<file path="src/rtl/line_rasterizer_assert.svh">
// assertion macros used by the line rasterizer top level
`ifndef LINE_RASTERIZER_ASSERT_SVH
`define LINE_RASTERIZER_ASSERT_SVH

// same-cycle implication, checked outside reset
`define LR_ASSERT_IMP(lbl, ante, cons, msg) \
    lbl: assert property (@(posedge clk) disable iff (!rst_n) (ante) |-> (cons)) \
        else $error(msg);

// next-cycle implication, checked outside reset
`define LR_ASSERT_NEXT(lbl, ante, cons, msg) \
    lbl: assert property (@(posedge clk) disable iff (!rst_n) (ante) |=> (cons)) \
        else $error(msg);

`endif

</file>
<file path="src/rtl/lr_pkg.sv">
// shared types and constants of the line rasterizer
`default_nettype none

package lr_pkg;

    localparam int COORD_BITS_DEF = 7;
    localparam int CFG_W          = 8;
    localparam int APB_ADDR_W     = 3;
    localparam int APB_DATA_W     = 32;
    localparam int IN_FIELD_W     = 8;
    localparam int QUEUE_DEPTH    = 2;

    localparam logic [CFG_W-1:0] WIDTH_RESET  = 8'd128;
    localparam logic [CFG_W-1:0] HEIGHT_RESET = 8'd64;

    localparam logic REG_WIDTH  = 1'b0;
    localparam logic REG_HEIGHT = 1'b1;

    typedef struct packed {
        logic [CFG_W-1:0] width;
        logic [CFG_W-1:0] height;
    } cfg_t;

    typedef struct packed {
        logic full;
        logic empty;
    } q_status_t;

    typedef struct packed {
        logic rejected;
        logic second_valid;
        logic last;
    } res_flags_t;

endpackage

`default_nettype wire

</file>
<file path="src/rtl/lr_regs.sv">
// apb register file holding the screen limits
`default_nettype none

module lr_regs (
    input  logic                        clk,
    input  logic                        rst_n,
    input  logic                        psel,
    input  logic                        penable,
    input  logic                        pwrite,
    input  logic [lr_pkg::APB_ADDR_W-1:0] paddr,
    input  logic [lr_pkg::APB_DATA_W-1:0] pwdata,
    output logic [lr_pkg::APB_DATA_W-1:0] prdata,
    output logic                        pready,
    output lr_pkg::cfg_t                cfg
);
    import lr_pkg::*;

    logic [CFG_W-1:0] width_reg, width_next;
    logic [CFG_W-1:0] height_reg, height_next;
    logic             wr_en;
    logic             reg_sel;

    assign pready  = 1'b1;
    assign wr_en   = psel && penable && pwrite && pready;
    assign reg_sel = paddr[2];

    always_comb
    begin
        width_next  = width_reg;
        height_next = height_reg;
        prdata      = '0;
        case (reg_sel)
            REG_WIDTH:
            begin
                if (wr_en)
                begin
                    width_next = pwdata[CFG_W-1:0];
                end
                prdata = APB_DATA_W'(width_reg);
            end
            REG_HEIGHT:
            begin
                if (wr_en)
                begin
                    height_next = pwdata[CFG_W-1:0];
                end
                prdata = APB_DATA_W'(height_reg);
            end
            default:
            begin
                prdata = '0;
            end
        endcase
    end

    always_ff @(posedge clk or negedge rst_n)
    begin
        if (!rst_n)
        begin
            width_reg  <= WIDTH_RESET;
            height_reg <= HEIGHT_RESET;
        end
        else
        begin
            width_reg  <= width_next;
            height_reg <= height_next;
        end
    end

    assign cfg.width  = width_reg;
    assign cfg.height = height_reg;

endmodule

`default_nettype wire

</file>
<file path="src/rtl/lr_front.sv">
// front end: bounds check and line setup for each incoming segment
`default_nettype none

module lr_front #(
    parameter int COORD_BITS = lr_pkg::COORD_BITS_DEF
) (
    input  logic                        s_tvalid,
    output logic                        s_tready,
    input  logic [4*lr_pkg::IN_FIELD_W-1:0] s_tdata,
    input  lr_pkg::cfg_t                cfg,
    input  lr_pkg::q_status_t           q_stat,
    output logic                        push,
    output logic [6*COORD_BITS+2:0]     job
);
    import lr_pkg::*;

    localparam int LW = (COORD_BITS + 1 > IN_FIELD_W + 1) ? COORD_BITS + 1 : IN_FIELD_W + 1;
    localparam logic [LW-1:0] LIMIT = LW'(1) << COORD_BITS;

    logic [IN_FIELD_W-1:0] xs, ys, xe, ye;
    logic [LW-1:0]         lim_w, lim_h, raw_w, raw_h;
    logic                  on_screen;
    logic [COORD_BITS-1:0] xs_c, ys_c, xe_c, ye_c;
    logic [COORD_BITS-1:0] dx, dy;
    logic                  sxn, syn;

    assign xs = s_tdata[IN_FIELD_W-1:0];
    assign ys = s_tdata[2*IN_FIELD_W-1:IN_FIELD_W];
    assign xe = s_tdata[3*IN_FIELD_W-1:2*IN_FIELD_W];
    assign ye = s_tdata[4*IN_FIELD_W-1:3*IN_FIELD_W];

    // limits saturate at the coordinate range
    assign raw_w = LW'(cfg.width);
    assign raw_h = LW'(cfg.height);
    assign lim_w = (raw_w > LIMIT) ? LIMIT : raw_w;
    assign lim_h = (raw_h > LIMIT) ? LIMIT : raw_h;

    assign on_screen = (LW'(xs) < lim_w) && (LW'(xe) < lim_w) &&
                       (LW'(ys) < lim_h) && (LW'(ye) < lim_h);

    assign xs_c = COORD_BITS'(xs);
    assign ys_c = COORD_BITS'(ys);
    assign xe_c = COORD_BITS'(xe);
    assign ye_c = COORD_BITS'(ye);

    assign dx  = (xe_c >= xs_c) ? xe_c - xs_c : xs_c - xe_c;
    assign dy  = (ye_c >= ys_c) ? ye_c - ys_c : ys_c - ye_c;
    assign sxn = !(xs_c < xe_c);
    assign syn = !(ys_c < ye_c);

    assign s_tready = !q_stat.full;
    assign push     = s_tvalid && s_tready;
    assign job      = {!on_screen, sxn, syn, dy, dx, ye_c, xe_c, ys_c, xs_c};

endmodule

`default_nettype wire

</file>
<file path="src/rtl/lr_queue.sv">
// short fifo of set-up lines between front and back
`default_nettype none

module lr_queue #(
    parameter int WIDTH = 45
) (
    input  logic              clk,
    input  logic              rst_n,
    input  logic              push,
    input  logic [WIDTH-1:0]  wdata,
    input  logic              pop,
    output logic [WIDTH-1:0]  rdata,
    output lr_pkg::q_status_t q_stat
);
    import lr_pkg::*;

    localparam int PTR_W = (QUEUE_DEPTH > 1) ? $clog2(QUEUE_DEPTH) : 1;
    localparam int CNT_W = $clog2(QUEUE_DEPTH + 1);
    localparam logic [PTR_W-1:0] PTR_LAST = PTR_W'(QUEUE_DEPTH - 1);
    localparam logic [CNT_W-1:0] CNT_FULL = CNT_W'(QUEUE_DEPTH);

    logic [WIDTH-1:0] entry_reg [QUEUE_DEPTH];
    logic [PTR_W-1:0] wr_ptr_reg, wr_ptr_next;
    logic [PTR_W-1:0] rd_ptr_reg, rd_ptr_next;
    logic [CNT_W-1:0] count_reg, count_next;

    always_comb
    begin
        wr_ptr_next = wr_ptr_reg;
        rd_ptr_next = rd_ptr_reg;
        count_next  = count_reg;
        if (push)
        begin
            wr_ptr_next = (wr_ptr_reg == PTR_LAST) ? '0 : wr_ptr_reg + PTR_W'(1);
        end
        if (pop)
        begin
            rd_ptr_next = (rd_ptr_reg == PTR_LAST) ? '0 : rd_ptr_reg + PTR_W'(1);
        end
        if (push && !pop)
        begin
            count_next = count_reg + CNT_W'(1);
        end
        else if (pop && !push)
        begin
            count_next = count_reg - CNT_W'(1);
        end
    end

    always_ff @(posedge clk or negedge rst_n)
    begin
        if (!rst_n)
        begin
            wr_ptr_reg <= '0;
            rd_ptr_reg <= '0;
            count_reg  <= '0;
        end
        else
        begin
            wr_ptr_reg <= wr_ptr_next;
            rd_ptr_reg <= rd_ptr_next;
            count_reg  <= count_next;
        end
    end

    always_ff @(posedge clk)
    begin
        if (push)
        begin
            entry_reg[wr_ptr_reg] <= wdata;
        end
    end

    assign rdata        = entry_reg[rd_ptr_reg];
    assign q_stat.full  = (count_reg == CNT_FULL);
    assign q_stat.empty = (count_reg == '0);

endmodule

`default_nettype wire

</file>
<file path="src/rtl/lr_back.sv">
// back end: two-step bresenham walk feeding the result register
`default_nettype none

module lr_back #(
    parameter int COORD_BITS = lr_pkg::COORD_BITS_DEF
) (
    input  logic                        clk,
    input  logic                        rst_n,
    input  logic [6*COORD_BITS+2:0]     job,
    input  lr_pkg::q_status_t           q_stat,
    output logic                        pop,
    output logic                        m_tvalid,
    input  logic                        m_tready,
    output logic [COORD_BITS-1:0]       first_x,
    output logic [COORD_BITS-1:0]       first_y,
    output logic [COORD_BITS-1:0]       second_x,
    output logic [COORD_BITS-1:0]       second_y,
    output lr_pkg::res_flags_t          flags
);
    import lr_pkg::*;

    localparam int CB   = COORD_BITS;
    localparam int EW   = COORD_BITS + 3;
    localparam int SW   = 2 * COORD_BITS + EW;

    localparam logic ST_IDLE = 1'b0;
    localparam logic ST_WALK = 1'b1;

    logic                 st_reg, st_next;
    logic                 rej_reg, rej_next;
    logic [CB-1:0]        x_reg, x_next, y_reg, y_next;
    logic [CB-1:0]        tx_reg, tx_next, ty_reg, ty_next;
    logic [CB-1:0]        dx_reg, dx_next, dy_reg, dy_next;
    logic                 sxn_reg, sxn_next, syn_reg, syn_next;
    logic signed [EW-1:0] err_reg, err_next;

    logic                 out_valid_reg, out_valid_next;
    logic [CB-1:0]        fx_reg, fy_reg, sx_reg, sy_reg;
    logic [CB-1:0]        fx_next, fy_next, sx_next, sy_next;
    res_flags_t           flags_reg, flags_next;

    logic                 can_load, fire, done0, done1, is_last;
    logic [SW-1:0]        step1, step2;
    logic [CB-1:0]        x1, y1, x2, y2;
    logic signed [EW-1:0] e1, e2;

    logic [CB-1:0]        j_xs, j_ys, j_xe, j_ye, j_dx, j_dy;
    logic                 j_sxn, j_syn, j_rej;

    function automatic logic [SW-1:0] walk_step(
        input logic [CB-1:0]        x,
        input logic [CB-1:0]        y,
        input logic signed [EW-1:0] err,
        input logic [CB-1:0]        dx,
        input logic [CB-1:0]        dy,
        input logic                 sxn,
        input logic                 syn
    );
        logic signed [EW-1:0] dxs, dys, dbl, en;
        logic [CB-1:0]        xn, yn;
        dxs = $signed(EW'(dx));
        dys = $signed(EW'(dy));
        dbl = err <<< 1;
        en  = err;
        xn  = x;
        yn  = y;
        if (dbl >= -dys)
        begin
            en = en - dys;
            xn = sxn ? x - CB'(1) : x + CB'(1);
        end
        if (dbl <= dxs)
        begin
            en = en + dxs;
            yn = syn ? y - CB'(1) : y + CB'(1);
        end
        return {xn, yn, en};
    endfunction

    assign {j_rej, j_sxn, j_syn, j_dy, j_dx, j_ye, j_xe, j_ys, j_xs} = job;

    assign step1 = walk_step(x_reg, y_reg, err_reg, dx_reg, dy_reg, sxn_reg, syn_reg);
    assign {x1, y1, e1} = step1;
    assign step2 = walk_step(x1, y1, e1, dx_reg, dy_reg, sxn_reg, syn_reg);
    assign {x2, y2, e2} = step2;

    assign done0   = (x_reg == tx_reg) && (y_reg == ty_reg);
    assign done1   = (x1 == tx_reg) && (y1 == ty_reg);
    assign is_last = rej_reg || done0 || done1;

    assign can_load = !out_valid_reg || m_tready;
    assign fire     = (st_reg == ST_WALK) && can_load;
    assign pop      = (st_reg == ST_IDLE) && !q_stat.empty;

    always_comb
    begin
        st_next  = st_reg;
        rej_next = rej_reg;
        x_next   = x_reg;
        y_next   = y_reg;
        tx_next  = tx_reg;
        ty_next  = ty_reg;
        dx_next  = dx_reg;
        dy_next  = dy_reg;
        sxn_next = sxn_reg;
        syn_next = syn_reg;
        err_next = err_reg;
        case (st_reg)
            ST_IDLE:
            begin
                if (pop)
                begin
                    st_next  = ST_WALK;
                    rej_next = j_rej;
                    x_next   = j_xs;
                    y_next   = j_ys;
                    tx_next  = j_xe;
                    ty_next  = j_ye;
                    dx_next  = j_dx;
                    dy_next  = j_dy;
                    sxn_next = j_sxn;
                    syn_next = j_syn;
                    err_next = $signed(EW'(j_dx)) - $signed(EW'(j_dy));
                end
            end
            ST_WALK:
            begin
                if (fire)
                begin
                    if (is_last)
                    begin
                        st_next = ST_IDLE;
                    end
                    else
                    begin
                        x_next   = x2;
                        y_next   = y2;
                        err_next = e2;
                    end
                end
            end
            default:
            begin
                st_next = ST_IDLE;
            end
        endcase
    end

    always_comb
    begin
        out_valid_next = out_valid_reg;
        fx_next        = fx_reg;
        fy_next        = fy_reg;
        sx_next        = sx_reg;
        sy_next        = sy_reg;
        flags_next     = flags_reg;
        if (can_load)
        begin
            out_valid_next = fire;
        end
        if (fire)
        begin
            flags_next.rejected     = rej_reg;
            flags_next.second_valid = !rej_reg && !done0;
            flags_next.last         = is_last;
            fx_next = rej_reg ? '0 : x_reg;
            fy_next = rej_reg ? '0 : y_reg;
            sx_next = (rej_reg || done0) ? '0 : x1;
            sy_next = (rej_reg || done0) ? '0 : y1;
        end
    end

    always_ff @(posedge clk or negedge rst_n)
    begin
        if (!rst_n)
        begin
            st_reg        <= ST_IDLE;
            out_valid_reg <= 1'b0;
        end
        else
        begin
            st_reg        <= st_next;
            out_valid_reg <= out_valid_next;
        end
    end

    always_ff @(posedge clk)
    begin
        rej_reg   <= rej_next;
        x_reg     <= x_next;
        y_reg     <= y_next;
        tx_reg    <= tx_next;
        ty_reg    <= ty_next;
        dx_reg    <= dx_next;
        dy_reg    <= dy_next;
        sxn_reg   <= sxn_next;
        syn_reg   <= syn_next;
        err_reg   <= err_next;
        fx_reg    <= fx_next;
        fy_reg    <= fy_next;
        sx_reg    <= sx_next;
        sy_reg    <= sy_next;
        flags_reg <= flags_next;
    end

    assign m_tvalid = out_valid_reg;
    assign first_x  = fx_reg;
    assign first_y  = fy_reg;
    assign second_x = sx_reg;
    assign second_y = sy_reg;
    assign flags    = flags_reg;

endmodule

`default_nettype wire

</file>
<file path="src/rtl/line_rasterizer.sv">
// top level of the bresenham line rasterizer
//
//  channel  dir  beat contents
//  s_       in   one segment: x_start, y_start, x_end, y_end
//  m_       out  up to two pixels, pixel-valid and reject flags, tlast per line
//  apb      in   width limit at 0x0, height limit at 0x4
//
//  a line of n pixels is set up once, then yields ceil(n/2) result beats, 64 at most
//  an off-screen line is set up once, then yields a single beat
//  the walk loop retires two pixels per cycle unless the output stalls; a two-line queue decouples intake
//  no clearing pass after reset; m_tready low stalls the walk, intake stalls when
//  the queue is full
`default_nettype none

`include "line_rasterizer_assert.svh"

module line_rasterizer #(
    parameter int COORD_BITS = lr_pkg::COORD_BITS_DEF
) (
    input  logic                            clk,
    input  logic                            rst_n,
    // x_start, y_start, x_end, y_end
    input  logic                            s_tvalid,
    output logic                            s_tready,
    input  logic [4*lr_pkg::IN_FIELD_W-1:0] s_tdata,
    // first_px_x, first_px_y, second_px_x, second_px_y
    output logic                            m_tvalid,
    input  logic                            m_tready,
    output logic [((4*COORD_BITS+7)/8)*8-1:0] m_tdata,
    // second_valid, rejected
    output logic [1:0]                      m_tuser,
    output logic                            m_tlast,
    input  logic                            psel,
    input  logic                            penable,
    input  logic                            pwrite,
    input  logic [lr_pkg::APB_ADDR_W-1:0]   paddr,
    input  logic [lr_pkg::APB_DATA_W-1:0]   pwdata,
    output logic [lr_pkg::APB_DATA_W-1:0]   prdata,
    output logic                            pready
);
    import lr_pkg::*;

    localparam int JOB_W   = 6 * COORD_BITS + 3;
    localparam int TDATA_W = ((4 * COORD_BITS + 7) / 8) * 8;

    cfg_t                  cfg;
    q_status_t             q_stat;
    logic                  q_push, q_pop;
    logic [JOB_W-1:0]      job_in, job_out;
    logic [COORD_BITS-1:0] first_x, first_y, second_x, second_y;
    res_flags_t            flags;
    logic                  out_rej;
    logic                  out_half;

    lr_regs u_regs (
        .clk     (clk),
        .rst_n   (rst_n),
        .psel    (psel),
        .penable (penable),
        .pwrite  (pwrite),
        .paddr   (paddr),
        .pwdata  (pwdata),
        .prdata  (prdata),
        .pready  (pready),
        .cfg     (cfg)
    );

    lr_front #(
        .COORD_BITS (COORD_BITS)
    ) u_front (
        .s_tvalid (s_tvalid),
        .s_tready (s_tready),
        .s_tdata  (s_tdata),
        .cfg      (cfg),
        .q_stat   (q_stat),
        .push     (q_push),
        .job      (job_in)
    );

    lr_queue #(
        .WIDTH (JOB_W)
    ) u_queue (
        .clk    (clk),
        .rst_n  (rst_n),
        .push   (q_push),
        .wdata  (job_in),
        .pop    (q_pop),
        .rdata  (job_out),
        .q_stat (q_stat)
    );

    lr_back #(
        .COORD_BITS (COORD_BITS)
    ) u_back (
        .clk      (clk),
        .rst_n    (rst_n),
        .job      (job_out),
        .q_stat   (q_stat),
        .pop      (q_pop),
        .m_tvalid (m_tvalid),
        .m_tready (m_tready),
        .first_x  (first_x),
        .first_y  (first_y),
        .second_x (second_x),
        .second_y (second_y),
        .flags    (flags)
    );

    assign m_tdata = TDATA_W'({second_y, second_x, first_y, first_x});
    assign m_tuser = {flags.rejected, flags.second_valid};
    assign m_tlast = flags.last;

    assign out_rej  = m_tvalid && flags.rejected;
    assign out_half = m_tvalid && !flags.second_valid;

    `LR_ASSERT_IMP(a_reject_single, out_rej, m_tlast && !flags.second_valid, "reject not last")
    `LR_ASSERT_IMP(a_reject_no_px, out_rej, m_tdata == '0, "rejected beat carries pixels")
    `LR_ASSERT_IMP(a_half_is_last, out_half, m_tlast, "half-filled beat before end of line")
    `LR_ASSERT_NEXT(a_queue_holds, q_push, !q_stat.empty, "accepted segment lost from queue")

endmodule

`default_nettype wire
</file>
<file path="config.mk">
export PLATFORM = sky130hd
export DESIGN_NAME = line_rasterizer
export DESIGN_NICKNAME = d
export VERILOG_FILES = /design/src/rtl/lr_pkg.sv /design/src/rtl/lr_regs.sv /design/src/rtl/lr_front.sv /design/src/rtl/lr_queue.sv /design/src/rtl/lr_back.sv /design/src/rtl/line_rasterizer.sv
export VERILOG_INCLUDE_DIRS = /design/src /design/src/rtl
export SDC_FILE = /design/constraint.sdc
export NUM_CORES = 1
export LEC_CHECK = 0
export BUFFER_PORTS_ARGS = -buffer_cell sky130_fd_sc_hd__buf_2
export CORE_MARGIN = 2
export CORE_UTILIZATION = 33
export CTS_CLUSTER_DIAMETER = 120
export DETAILED_ROUTE_END_ITERATION = 8
export HOLD_SLACK_MARGIN = 0.1
export PLACE_DENSITY = 0.51
export SETUP_SLACK_MARGIN = 0.3
export SYNTH_ARGS = -nofsm -noshare
export SYNTH_HDL_FRONTEND = slang
export SYNTH_SLANG_ARGS = --single-unit
</file>
<file path="constraint.sdc">
create_clock -name clk -period 7.9 [get_ports clk]
set_clock_uncertainty 0.05 [all_clocks]
set_input_delay 1.185 -clock clk [delete_from_list [all_inputs] [get_ports clk]]
set_output_delay 1.185 -clock clk [all_outputs]
set_load 0.03 [all_outputs]
</file>
# == After elaboration in Yosys (flattened, before gate mapping) ==
# Memory sizes are Yosys's and may differ from the RTL's.
# Cells that the tools add are included.
# totals
register_bits,108
ram_bits,90
out_inout_bits,70
wordCells,142
memories,1
# mem_list
memory,depth,width,rd,rd_clocked_by_memory_dff,write_ports,line,source
u_queue.entry_reg,2,45,1,0,1,lr_queue.sv:22,logic [WIDTH-1:0] entry_reg [QUEUE_DEPTH];
# op_classes
addsub,22
order_cmp,14
eq_ne,8
muxes,39
n_bitwise,2
n_reduce_logical,32
# op_table
op,count
$mux W7,16
$mux W10,7
$pmux W32 S2,1
$lt A8 B9 Y1,4
$add A7 B1 Y7 const B,4
$eq A7 B7 Y1,4
$pmux W7 S2,2
$sub A7 B1 Y7 const B,4
$sub A7 B7 Y7,4
$add A10 B8 Y10,2
$ge A10 B10 Y1,2
$le A10 B8 Y1,2
$pmux W10 S2,1
$sub A10 B8 Y10,2
$gt A8 B8 Y1 const B,2
$mux W8,2
$ge A7 B7 Y1,2
$lt A7 B7 Y1,2
$logic_and A1 B1 Y1,13
$logic_not A1 Y1,10
$neg A7 Y10,1
$sub A7 B7 Y8,1
$mux W1,7
$ne A2 B2 Y1 const B,3
other kinds (12),19

# == Logic depth before layout (Yosys ltp) ==
# depth
ltp_word,12
ltp_mapped,42
mapped_depth_nobuf,39

# == Cells and area by module ==
# A second synthesis with hierarchy kept.
# unflattened
hier_cells,1258
hier_area_um2,14112.3
# by_module_without_submodules
module,n_inst,cells_each,area_each_um2,seq_area_each_um2
lr_back,1,751,7440.9,2602.5
lr_queue,1,156,3633.5,2802.7
lr_front,1,276,2079.5,0.0
lr_regs,1,70,924.6,402.9
line_rasterizer,1,5,33.8,0.0

# == Least setup slack after synthesis ==
# No wires, ideal clock.
# synth_timing
path_type,reg-to-reg
start,register u_back.dy_reg[4]
end,"register u_back.err_reg[8], data pin"
arrival_time_ns,7.482
slack_ns,0.099
path_stages_with_launch,41
path_buffers,2
synth_period_minus_slack_ns,7.801
cell_sequence,edfxtp_1 nor4_2 nand3_1 inv_1 ha_1 a2111oi_0 inv_1 o2bb2ai_1 o21a_4 buf_6 mux2i_1 inv_1 ha_1 a21o_1 a21oi_1 o21bai_1 a21oi_1 o21bai_1 [5 not listed] a21oi_1 a221oi_2 o221ai_2 nand2_4 buf_6 mux2i_1 ha_1 inv_1 fa_1 nor2b_1 o21ai_0 nand2b_1 a21o_1 a21o_1 a21o_1 nand2_1 o211ai_1 o311ai_1
# synth_via
elab_chain_cells,12
# synth_lines
element,line,source
start: declaration,lr_back.sv:33,"logic [CB-1:0] dx_reg, dx_next, dy_reg, dy_next;"
start signal: assignment,lr_back.sv:195,dy_reg <= dy_next;
$neg A7 Y10,lr_back.sv:67,if (dbl >= -dys)
$ge A10 B10 Y1,lr_back.sv:67,
$mux W10,lr_back.sv:67,
$add A10 B8 Y10,lr_back.sv:74,en = en + dxs;
$mux W10,lr_back.sv:72,if (dbl <= dxs)
$sub A10 B8 Y10 or $ge A10 B10 Y1 (tied branches),"lr_back.sv:69, lr_back.sv:67",
$mux W10,lr_back.sv:67,
$add A10 B8 Y10,lr_back.sv:74,
$mux W10 *,lr_back.sv:72,
$mux W10 *,lr_back.sv:130,if (is_last)
$mux W10 *,lr_back.sv:128,if (fire)
$pmux W10 S2 *,lr_back.sv:108,case (st_reg)
named net u_back.err_next[8],lr_back.sv:35,"logic signed [EW-1:0] err_reg, err_next;"
end signal: assignment,lr_back.sv:198,err_reg <= err_next;
end: declaration,lr_back.sv:35,
# The timed path passes the listed nets; every way through them passes the cells marked *. The select of a mux whose other input is x is not followed.
# A chain may end at the register's enable or synchronous reset.

# == Worst setup path in the final report ==
# layout_timing
start,register u_back.dy_reg[1]
end,"register u_back.err_reg[6], data pin"
# Same word-level chain as after synthesis.

==> metrics.md <==
| Metric | Value |
|---|---|
| Status | completed |
| RD Place Congestion | 0.834 |
| Overall routing resource usage | 15.3% |
| Clock tree root buffer cell | clkbuf_16 |
| # setup viols final | 0 |
| Most common cell after layout, fill and taps aside | edfxtp_1 |
| Vias in the first global route | 8848 |
| Synthesized netlist cell count | 1179 |
| Rows | 73 |
| Die width | 205 µm |
| Endpoints failing hold | 0 |
| Nets | 1558 |
| Most frequent cells in the layout | 175 x edfxtp_1, 127 x ha_1, 91 x inv_1 |
| Hold Path Class | flop to flop |
| Post-synthesis compound-gate area fraction | 11.7% |
| Final antenna-violating net count | 0 |
| Initial Util | 33.5% |
| WL per Instance | 16.9 µm |
| Crit share post-route | 93.4% |
| Dpl hpwl | 24.4 mm |
| Min-delay src | u_queue.count_reg[1] |
| Via density | 4.82 |
| Drt initial violations | 511 |
| Count of cell types in the netlist | 76 |
| Main combinational cell family by area after synthesis | adder cells |
| Via count | 9041 |
| CP max-delay cell | or4_4 |
| Total Routed Length | 31.6 mm |
| Worst slew pin tran | 1.11 ns |
| RR Startpoint | u_back.dy_reg[1] |
| FFs w/ async S/R, synth | 11.2% |
| CP Launch Type | flop |
| CTS buffer count | 17 |
| Die area | 42100 µm² |
| Adder-cell share of the synthesized area | 14.7% |
| Grt ovf | 0 |
| TritonCTS clock tree | done |
| Synthesized flop and latch total | 197 |
| CTS H-tree lvls | 4 |
| DRT Pass-1 Iters | 5 |
| Ys Warns | 0 |
| Fmax | 136 MHz |
| Core ar. | 39800 µm² |
| Share of cells above drive strength 1 | 23.6% |
| Slew Limit Fails | 0 |
| Setup total negative slack | 0 ns |
| Worst-Skew Late Latency | 0.46 ns |
| Largest net degree at the start of global routing | 50 |
| Layout fillers | 3943 |
| Slew headroom | 25.7% |
| Max reg flops | 90 |
| CTS max path bufs | 2 |
| Pre-CTS setup slack | 0.0716 ns |
| Slowest stage delay, CP | 0.56 ns |
| Worst-path clk slew | 0.08 ns |
| Die Y | 205 µm |
| Most used cell, CP | buf_4 |
| Area grow syn2layout | 17.4% |
| Worst R2R Setup Slack | 0.52 ns |
| Critical path required time | 8.05 ns |
| CTS sink cnt | 197 |
| Max-Cap Viols | 0 |
| Synth Area per Inst | 11.3 µm² |
| First-pass GRT wire length | 49.1 mm |
| CP Launch Point | u_back.dy_reg[1] |
| WL met2 | 14.6 mm |
| Post-route worst setup slack | 0.525 ns |
| Arr. time, crit path | 7.52 ns |
| Unrepaired setup endpoints after global routing | no |
| CP Max Fanout | 6 |
| Sequential share of the synthesized area | 43.5% |
| Post-synthesis mux area share | 8.40% |
| PortBufs | 88 |
| Uppermost layer routed | met4 |
| Endpoint class of the critical path | flop |
| DRC | 0 |
| Number of flops mapped to enable cells by yosys | 175 |
| Cell Area, Synth | 13400 µm² |
| DR WL met3 | 980 µm |
| Crit path time final | 7.38 ns |
| Simple logic cell fraction of the synthesized area | 9.07% |
| # IOs | 144 |
| Initial antenna violation count | 1 |
| WL met1 | 15.7 mm |
| Crit path kind | flop to flop |
| Antenna Cells | 0 |
| Main flop type after synthesis | edfxtp_1 |
| Synth Area in XOR/XNOR | 7.29% |
==> final timing paths <==
kind                                              to  cells after the start
min in group asynchronous       u_regs.height_reg[7]                      1
max in group asynchronous         u_queue.rd_ptr_reg                      1
worst max-delay path               u_back.err_reg[6]                     36
worst max register to register     u_back.err_reg[6]                     36
worst min-delay path            u_queue.count_reg[1]                      1
worst min register to register  u_queue.count_reg[1]                      1
==> cells in the mapped netlist (3+ instances only) <==
| library cell | instances | area share [%] |
|---|---|---|
| edfxtp_1 | 175 | 39 |
| ha_1 | 135 | 13 |
| inv_1 | 96 | 2.7 |
| xnor2_1 | 69 | 4.5 |
| o21ai_0 | 60 | 2.2 |
| nand2_1 | 59 | 1.7 |
| a21oi_1 | 56 | 2.1 |
| mux2_2 | 54 | 4.6 |
| nor2b_1 | 48 | 2.2 |
| mux2i_1 | 47 | 3.5 |
| nor2_1 | 45 | 1.3 |
| a21o_1 | 37 | 2.1 |
| xor2_1 | 35 | 2.3 |
| buf_4 | 31 | 1.7 |
| nand2b_1 | 26 | 1.2 |
| dfrtp_1 | 20 | 3.7 |
| clkbuf_1 | 15 | 0.42 |
| fa_1 | 13 | 1.9 |
| o211ai_1 | 12 | 0.67 |
| o21ai_1 | 11 | 0.41 |
| a31oi_1 | 9 | 0.42 |
| nand3_1 | 9 | 0.34 |
| a211oi_1 | 8 | 0.45 |
| nor3_1 | 8 | 0.30 |
| o21bai_1 | 8 | 0.45 |
| and3_1 | 6 | 0.28 |
| nand4_1 | 5 | 0.23 |
| and2_1 | 4 | 0.19 |
| buf_6 | 4 | 0.34 |
| a21boi_0 | 3 | 0.17 |
| buf_1 | 3 | 0.084 |
| nor4_1 | 3 | 0.14 |
| o2111ai_1 | 3 | 0.20 |
| o21a_1 | 3 | 0.17 |
| o22ai_1 | 3 | 0.14 |
| o311ai_1 | 3 | 0.20 |
| or3_1 | 3 | 0.14 |
==> per-stage QoR <==
stage | hold WS, ns | std cells | area (µm²) | utilization (%)
floorplan | 0.411 | 1206 | 13500 | -
global placement | 0.445 | 1812 | 14600 | 36.7
detailed placement | 0.461 | 1812 | 14600 | 36.7
CTS | 0.472 | 1857 | 15400 | 38.8
global route | 0.500 | 1874 | 15700 | 39.4
finish | 0.474 | 1874 | 15700 | 39.4
==> per-layer routing <==
metal | track usage [%] | vias to the layer above
met5 | 0 | -
met3 | 2.33 | 21
met4 | 3.55 | 0
li1 | - | 4498
met1 | 22.1 | 4379
met2 | 24.1 | 143
==> kinds of logic after synthesis <==
logic type                 after synthesis
AOI/OAI and AO/OA                      239
xor gates and xnor gates               107
adders and majority gates              149
buffers and inverters                  151
DFF                                    197
muxes                                  104
other                                    2
and+or+nand+nor                        230
==> cell type report <==
cell class	instances	area, µm²	share of cell area, %
multi-input cells	858	7200	45.9
flip-flops and latches	197	5810	37.0
repair buffers	164	1020	6.52
clock inverters	15	201	1.28
well taps	525	657	4.19
clock buffers	17	425	2.71
inverters	98	368	2.35
==> what timing repair did <==
item	in CTS	in global routing
resized for setup	16	26
hold buffers	0	0
setup buffers	13	17
pin swaps	10	26
endpoints found under the setup margin	3	5
==> critical path: cells and delay by family, from the launching register on <==
| family | cells | cell delay, ns |
|---|---|---|
| AOI/OAI and AO/OA | 12 | 1.92 |
| and+or+nand+nor | 8 | 1.58 |
| adders and majority gates | 4 | 1.10 |
| buffers and inverters | 7 | 0.84 |
| muxes | 3 | 0.79 |
| DFF | 1 | 0.45 |
| xor gates and xnor gates | 2 | 0.39 |
Power is left out: the tool's default activity adds up to more than one toggle a clock period on the data nets, which glitch-free logic cannot reach.
